$ cat config.mk
export PLATFORM = sky130hd
export DESIGN_NAME = tps_edge_sel
export DESIGN_NICKNAME = d
export VERILOG_FILES = /design/src/sv/tps_pkg.sv /design/src/sv/tps_edge_sel.sv
export SDC_FILE = /design/constraint.sdc
export NUM_CORES = 2
export LEC_CHECK = 0
export BUFFER_PORTS_ARGS = -buffer_cell sky130_fd_sc_hd__clkbuf_2
export CORE_AREA = 8 8 322 324
export CTS_BUF_LIST = sky130_fd_sc_hd__clkbuf_4 sky130_fd_sc_hd__clkbuf_8
export CTS_CLUSTER_DIAMETER = 120
export DETAILED_ROUTE_END_ITERATION = 6
export DIE_AREA = 0 0 330 332
export SYNTH_ARGS = -nofsm -noshare
export SYNTH_HDL_FRONTEND = slang
export SYNTH_SLANG_ARGS = --single-unit
$ cat constraint.sdc
create_clock -name clk -period 0.89 [get_ports clk]
set_input_delay 0.178 -clock clk [delete_from_list [all_inputs] [get_ports clk]]
set_output_delay 0.178 -clock clk [all_outputs]
set_load 0.1 [all_outputs]
$ cat src/sv/tps_pkg.sv
package tps_pkg;

    localparam int CoordW = 32;
    localparam int DiffW  = 33;
    localparam int ProdW  = 64;
    localparam int DivBits = 2;

    typedef struct packed {
        logic signed [31:0] vert0_x;
        logic signed [31:0] vert0_y;
        logic signed [31:0] vert0_z;
        logic signed [31:0] vert1_x;
        logic signed [31:0] vert1_y;
        logic signed [31:0] vert1_z;
        logic signed [31:0] vert2_x;
        logic signed [31:0] vert2_y;
        logic signed [31:0] vert2_z;
        logic               last_triangle;
    } tri_req_t;

    typedef struct packed {
        logic               segment_valid;
        logic signed [31:0] start_x;
        logic signed [31:0] start_y;
        logic signed [31:0] end_x;
        logic signed [31:0] end_y;
        logic               end_of_layer;
    } seg_res_t;

    // One interpolation job: base + sign * (mag_a*mag_h / mag_z)
    typedef struct packed {
        logic               neg;
        logic signed [31:0] base;
        logic [31:0]        mag_a;
        logic [31:0]        mag_h;
        logic [31:0]        mag_z;
    } interp_job_t;

    // Carried beside the four lanes
    typedef struct packed {
        logic valid;
        logic seg;
        logic last;
    } side_t;

    function automatic logic [31:0] abs33(input logic signed [32:0] v);
        logic signed [32:0] n;
        n = -v;
        return v[32] ? n[31:0] : v[31:0];
    endfunction

endpackage

$ cat src/sv/tps_edge_sel.sv
// Classify vertices, pick the two crossing edges, build four interpolation jobs.
module tps_edge_sel
    import tps_pkg::*;
(
    input  logic               clk,
    input  logic               rst_n,
    input  logic               in_valid,
    input  tri_req_t           req,
    input  logic signed [31:0] height,
    output side_t              side,
    output interp_job_t        job [4]
);
    logic signed [31:0] vx [3];
    logic signed [31:0] vy [3];
    logic signed [31:0] vz [3];
    logic [2:0]         up;
    logic [1:0]         ea;
    logic [1:0]         eb;
    logic               seg;
    side_t              side_reg, side_next;
    interp_job_t        job_reg [4];
    interp_job_t        job_next [4];

    function automatic interp_job_t mk(input logic signed [31:0] a0,
                                       input logic signed [31:0] a1,
                                       input logic signed [31:0] z0,
                                       input logic signed [31:0] z1,
                                       input logic signed [31:0] h);
        interp_job_t j;
        logic signed [32:0] da, dh, dz;
        da = 33'(a1) - 33'(a0);
        dh = 33'(h) - 33'(z0);
        dz = 33'(z1) - 33'(z0);
        j.neg   = (da[32] ^ dh[32]) ^ dz[32];
        j.base  = a0;
        j.mag_a = abs33(da);
        j.mag_h = abs33(dh);
        j.mag_z = abs33(dz);
        return j;
    endfunction

    always_comb
    begin
        vx[0] = req.vert0_x; vy[0] = req.vert0_y; vz[0] = req.vert0_z;
        vx[1] = req.vert1_x; vy[1] = req.vert1_y; vz[1] = req.vert1_z;
        vx[2] = req.vert2_x; vy[2] = req.vert2_y; vz[2] = req.vert2_z;
        for (int i = 0; i < 3; i++)
            up[i] = vz[i] >= height;
        seg = (up != 3'b000) && (up != 3'b111);
        // With a crossing, ea and eb are the pair of crossing edges, taken in index order.
        if (up[0] != up[1])
        begin
            ea = 2'd0;
            eb = (up[1] != up[2]) ? 2'd1 : 2'd2;
        end
        else
        begin
            ea = 2'd1;
            eb = 2'd2;
        end
        job_next[0] = mk(vx[ea], vx[(ea == 2'd2) ? 2'd0 : ea + 2'd1],
                         vz[ea], vz[(ea == 2'd2) ? 2'd0 : ea + 2'd1], height);
        job_next[1] = mk(vy[ea], vy[(ea == 2'd2) ? 2'd0 : ea + 2'd1],
                         vz[ea], vz[(ea == 2'd2) ? 2'd0 : ea + 2'd1], height);
        job_next[2] = mk(vx[eb], vx[(eb == 2'd2) ? 2'd0 : eb + 2'd1],
                         vz[eb], vz[(eb == 2'd2) ? 2'd0 : eb + 2'd1], height);
        job_next[3] = mk(vy[eb], vy[(eb == 2'd2) ? 2'd0 : eb + 2'd1],
                         vz[eb], vz[(eb == 2'd2) ? 2'd0 : eb + 2'd1], height);
        side_next.valid = in_valid;
        side_next.seg   = seg;
        side_next.last  = req.last_triangle;
    end

    always_ff @(posedge clk or negedge rst_n)
    begin
        if (!rst_n)
            side_reg <= '0;
        else
            side_reg <= side_next;
    end

    always_ff @(posedge clk)
    begin
        job_reg <= job_next;
    end

    assign side = side_reg;
    assign job  = job_reg;
endmodule

Word-level counts from Yosys, hierarchy flattened. Index checks and enable logic that the tools add are counted.

Bits in latches: 0. RAM bits: 0. Register bits after elaboration: 391. Memories: 0. Bits of input ports: 324. Output and inout bits: 519. ROM bits: 0. Word-level logic and storage cells: 112.

Reductions and logical operators: 2. Multiply operators: 0. Multiplexer cells: 49. Shift operators: 0. $lt $le $gt $ge: 7. Add/sub/neg operators: 18. Equality and inequality tests: 5. Bitwise logic cells: 12. Divide/modulo/power cells: 0.

Operators by type and width (number): $mux 32 (32); $bmux 32 s2 (12); $sub 32x32->33 (8); $neg 32->32 (8); $ge 32x32->1 (3); $ge 3x3->1 const B (4); $not 2->3 (4); $mux 2 (4); $xor 1x1->1 (8); $add 2x1->2 const B (2); $eq 2x2->1 const B (2); $ne 3x3->1 const B (1); $reduce_bool 3->1 (1); $ne 1x1->1 (2); $logic_and 1x1->1 (1); $mux 1 (1).

Longest topological paths before layout.
Depth after elaboration: 13. Mapped depth: 52. Mapped depth without buffers: 44.

Least setup slack after synthesis. Ideal clock, no wire load.

Kind: input to register. Start: input port height[13]. End: register job_reg, in the netlist job[321]. Path buffers: 8. Setup time: 0.116 ns. Data required time: 0.774 ns. Cell stages on the path: 40. Slack: -8.679 ns. Arrival: 9.452 ns. Cells stage by stage: clkbuf_1 -> inv_1 -> ha_1 -> nand4_1 -> nor2_1 -> a221o_1 -> o31a_1 -> o21ba_2 -> nor2_8 -> inv_1 -> ha_1 -> clkbuf_1 -> clkbuf_1 -> clkbuf_1 -> clkbuf_1 -> clkbuf_1 -> buf_1 -> buf_1 -> [... 4 more ...] -> a21boi_0 -> o21ai_0 -> a21boi_0 -> o21ai_0 -> a21boi_0 -> o21a_1 -> o21ai_0 -> a211oi_1 -> a211oi_1 -> nor2_1 -> a311oi_1 -> xnor2_1 -> or4b_2 -> nor4b_1 -> nand3b_1 -> o31a_1 -> a2111o_1 -> o211a_1.

RTL lines: start: declaration (line tps_edge_sel.sv:9) `input logic signed [31:0] height,`; end signal: assignment (line tps_edge_sel.sv:84) `job_reg <= job_next;`; end: declaration (line tps_edge_sel.sv:21) `interp_job_t job_reg [4];`.

==> report_table.html <==
<table>
<tr><th>Metric</th><th>Value</th></tr>
<tr><th colspan="2">Run status</th></tr>
<tr><td>Result of the run</td><td>finished, violations left</td></tr>
<tr><td>Violated checks</td><td>DRC, hold timing, capacitance limit, slew limit, setup timing</td></tr>
<tr><th colspan="2">Detailed routing</th></tr>
<tr><td>Total iterations of the first detailed-routing run</td><td>7</td></tr>
<tr><td>ANT nets after route</td><td>0</td></tr>
<tr><td>Routed via count</td><td>44239</td></tr>
<tr><td>DR vias/cell</td><td>5.29</td></tr>
<tr><td>Initial DRC Count</td><td>3403</td></tr>
<tr><td>Routed length per instance</td><td>22.9 um</td></tr>
<tr><td>Drt total wl</td><td>191000 um</td></tr>
<tr><td>DRC violations left</td><td>1</td></tr>
<tr><th colspan="2">Clock network</th></tr>
<tr><td>CTS Buffer Depth</td><td>3</td></tr>
<tr><td>TritonCTS buffer count</td><td>76</td></tr>
<tr><td>Hold Buf Count CTS</td><td>4</td></tr>
<tr><td>Number of clock sinks</td><td>391</td></tr>
<tr><td>Number of H-tree levels</td><td>3</td></tr>
<tr><td>Root buffer cell</td><td>sky130_fd_sc_hd__clkbuf_8</td></tr>
<tr><td>Clk pin slew, worst setup/hold paths</td><td>0.07 ns</td></tr>
<tr><td>TritonCTS clock tree</td><td>done</td></tr>
<tr><th colspan="2">Layout</th></tr>
<tr><td>Largest register FFs</td><td>388</td></tr>
<tr><td>Finished layout cell area</td><td>70300 sq um</td></tr>
<tr><td>Area added between synthesis and finish</td><td>102%</td></tr>
<tr><td>Share of post-route cells with drive strength above 1</td><td>54.0%</td></tr>
<tr><td>Final Net Count</td><td>7614</td></tr>
<tr><th colspan="2">Die</th></tr>
<tr><td>Area of the placeable core</td><td>99000 sq um</td></tr>
<tr><td>Count of boundary I/O pins</td><td>843</td></tr>
<tr><td>Area enclosed by the die boundary</td><td>110000 sq um</td></tr>
<tr><td>Num rows</td><td>116</td></tr>
<tr><td>Die extent in x</td><td>330 um</td></tr>
<tr><td>Die Height</td><td>332 um</td></tr>
<tr><td>Initial Utilization</td><td>35.1%</td></tr>
<tr><th colspan="2">Logic synthesis</th></tr>
<tr><td>Yosys warns</td><td>0</td></tr>
<tr><td>Count of different cell masters after synthesis</td><td>112</td></tr>
<tr><td>Number of register bits inferred by synthesis</td><td>391</td></tr>
<tr><td>Number of flops mapped to enable cells by yosys</td><td>0</td></tr>
<tr><td>Post-synth top flop</td><td>sky130_fd_sc_hd__dfxtp_1</td></tr>
<tr><td>Cell area after technology mapping</td><td>34800 sq um</td></tr>
<tr><td>Syn nets</td><td>5045</td></tr>
<tr><td>Gate count after technology mapping</td><td>4382</td></tr>
<tr><td>Share of synthesized area occupied by flip-flops and latches</td><td>22.6%</td></tr>
<tr><td>Async set-or-reset flop fraction in the synthesized netlist</td><td>0.767%</td></tr>
<tr><td>Avg Inst Size Synth</td><td>7.94 sq um</td></tr>
<tr><th colspan="2">Setup path</th></tr>
<tr><td>Kind of cell adding the most delay to the critical path</td><td>compound AO/OA/AOI/OAI gates</td></tr>
<tr><td>Setup crit start</td><td>height[10]</td></tr>
<tr><td>Required time reported for the critical path endpoint</td><td>1.51 ns</td></tr>
<tr><td>Maximum fanout count along the critical path</td><td>7</td></tr>
<tr><td>Crit. path cell count</td><td>43</td></tr>
<tr><td>Number of buffers and inverters on the critical path</td><td>11</td></tr>
<tr><td>Arrival time at the worst endpoint</td><td>7.64 ns</td></tr>
<tr><td>Critical path's slowest cell</td><td>sky130_fd_sc_hd__o41a_1</td></tr>
<tr><td>Critical Setup Path Class</td><td>in2reg</td></tr>
<tr><td>Maximum cell stage delay along the critical path</td><td>0.42 ns</td></tr>
<tr><td>Critical Path End</td><td>job[83]$_DFF_P_</td></tr>
<tr><td>Worst Setup End Kind</td><td>register</td></tr>
<tr><td>Worst Setup Start Kind</td><td>primary input</td></tr>
<tr><th colspan="2">Global routing</th></tr>
<tr><td>Number of antenna violations at the first check in global routing</td><td>77</td></tr>
<tr><td>Via count of the first global-routing pass</td><td>43964</td></tr>
<tr><td>Total global routing overflow</td><td>0</td></tr>
<tr><td>Global-route usage over all layers</td><td>30.7%</td></tr>
<tr><td>First-pass GRT wire length</td><td>260000 um</td></tr>
<tr><td>Pin count of the biggest net entering global routing</td><td>61</td></tr>
<tr><th colspan="2">Placement</th></tr>
<tr><td>Post-DP Area</td><td>59700 sq um</td></tr>
<tr><td>Weighted congestion at the end of routability-driven global placement</td><td>0.994</td></tr>
<tr><td>Total half-perimeter wirelength after legalization and detailed placement</td><td>142000 um</td></tr>
<tr><td>Port buffer count</td><td>842</td></tr>
<tr><th colspan="2">Timing</th></tr>
<tr><td>Hold slack</td><td>-0.255 ns</td></tr>
<tr><td>Final-report max-slew violation count</td><td>4</td></tr>
<tr><td>Final setup violation count</td><td>908</td></tr>
<tr><td>Transition at the pin with the smallest max-transition slack</td><td>1.65 ns</td></tr>
<tr><td>Fraction of the cycle the final worst path needs</td><td>789%</td></tr>
<tr><td>Final period demand of the worst path</td><td>7.02 ns</td></tr>
<tr><td>Peak Freq</td><td>142 MHz</td></tr>
<tr><td>Max-slew headroom</td><td>-10.4%</td></tr>
<tr><td>Setup ws final</td><td>-6.13 ns</td></tr>
<tr><td>Unrepaired setup endpoints after global routing</td><td>yes</td></tr>
<tr><td>Hold Violations, Final</td><td>112</td></tr>
<tr><th colspan="2">Flow run</th></tr>
<tr><td>Max-cap check violation count</td><td>1</td></tr>
<tr><th colspan="2">Worst hold path</th></tr>
<tr><td>Min-Delay Path Class</td><td>in2reg</td></tr>
</table>
logic make-up (layout without fill, tap and decap cells):
group,Yosys count,after routing,synth area share [%]
adder cells (fa/ha/maj),359,359,13.0
XOR/XNOR,416,416,10.6
AND/OR/NAND/NOR,1367,1367,18.7
multiplexers,280,285,8.48
buffers and inverters,554,3168,7.52
other,0,58,0
flip-flops,391,391,22.6
AO/OA/AOI/OAI,1015,1016,19.2
how the worst min path moves through the flow:
| stage | cells past startpoint | slack, ns | end | startpoint |
|---|---|---|---|---|
| 2_1_floorplan | 0 | -0.12 | side[0]$_DFF_PN0_ | rst_n |
| 3_3_place_gp | 1 | -0.03 | side[2]$_DFF_PN0_ | rst_n |
| 3_5_place_dp | 1 | -0.02 | side[2]$_DFF_PN0_ | rst_n |
| 4_1_cts | 3 | -0.32 | job[116]$_DFF_P_ | req[53] |
| 5_1_grt | 2 | -0.27 | job[378]$_DFF_P_ | req[249] |
| 6_report | 2 | -0.26 | job[378]$_DFF_P_ | req[249] |
stage by stage:
step	utilization (%)	std cells	hold slack, ns	setup TNS (ns)	setup slack (ns)
global placement	60.3	7823	-0.0258	-2101.75	-7.09
global route	71.0	8332	-0.268	-2172.29	-6.42
CTS	67.5	8226	-0.321	-2026.32	-5.85
floorplan	-	4382	-0.118	-2094.18	-6.74
finish	71.1	8358	-0.255	-2067.16	-6.13
detailed placement	60.3	7823	-0.0248	-2126.82	-7.31
synthesized netlist by cell type (all sizes together) (8+ instances only):
| cell | instances | area [sq um] |
|---|---|---|
| and2 | 27 | 169 |
| and3 | 32 | 200 |
| nor2b | 59 | 369 |
| buf | 173 | 1190 |
| nand2 | 524 | 1980 |
| a21boi | 52 | 390 |
| o21a | 49 | 368 |
| clkbuf | 66 | 248 |
| o22ai | 17 | 106 |
| xnor2 | 302 | 2660 |
| o31a | 14 | 123 |
| xor2 | 114 | 1010 |
| a21oi | 246 | 1250 |
| or4 | 26 | 199 |
| o41ai | 11 | 104 |
| nor4 | 26 | 169 |
| nor2 | 315 | 1200 |
| ha | 331 | 4140 |
| nand2b | 46 | 288 |
| nand3 | 66 | 330 |
| o211ai | 33 | 263 |
| o31ai | 41 | 308 |
| a31oi | 38 | 238 |
| a31o | 10 | 87.6 |
| a211o | 16 | 140 |
| maj3 | 20 | 201 |
| a21o | 72 | 541 |
| mux2 | 101 | 1140 |
| mux2i | 179 | 1810 |
| nand4 | 36 | 231 |
| o21ai | 250 | 1260 |
| a211oi | 34 | 255 |
| fa | 8 | 160 |
| nor3 | 76 | 403 |
| inv | 314 | 1180 |
| a311oi | 8 | 76.3 |
| nor3b | 13 | 108 |
| dfxtp | 388 | 7770 |
| or3 | 49 | 307 |
| o21bai | 15 | 113 |
| or2 | 34 | 213 |
cells in the final DEF, fill, tap and decap left out, types with 91 or more instances in the layout:
cell / instances
sky130_fd_sc_hd__a21oi_1: 154
sky130_fd_sc_hd__buf_12: 588
sky130_fd_sc_hd__buf_4: 1663
sky130_fd_sc_hd__buf_6: 118
sky130_fd_sc_hd__clkbuf_2: 321
sky130_fd_sc_hd__dfxtp_1: 388
sky130_fd_sc_hd__ha_1: 302
sky130_fd_sc_hd__inv_1: 293
sky130_fd_sc_hd__mux2i_1: 157
sky130_fd_sc_hd__nand2_1: 447
sky130_fd_sc_hd__nor2_1: 266
sky130_fd_sc_hd__o21ai_0: 91
sky130_fd_sc_hd__xnor2_1: 213
sky130_fd_sc_hd__xor2_1: 104
area by class of cell:
cell class | count | area, sq um
multi-input cells | 3443 | 30100
clock buffers | 110 | 1380
fillers | 6987 | 28600
clock inverters | 19 | 184
inverters | 315 | 1210
diodes | 58 | 145
flip-flops and latches | 391 | 7840
well taps | 1298 | 1620
repair buffers | 2724 | 27900
layer usage:
metal  track usage (%)  vias to the layer above  part of all wire (%)
li1                  -                    20605                     -
met1              32.6                    20962                    36
met2              54.4                     1978                    49
met3              8.08                      648                   8.2
met4              17.5                       46                   7.2
met5                 0                        -                  0.16
timing repair:
action                     CTS  global route
setup endpoints to repair  908           908
gates cloned                16            10
pin swaps                  336           386
resized for setup          760           551
setup buffers              271           140
hold endpoints to repair   131           122
Power is not shown: default switching activity piles up to over one toggle a cycle in this logic, so the estimate is an artifact.
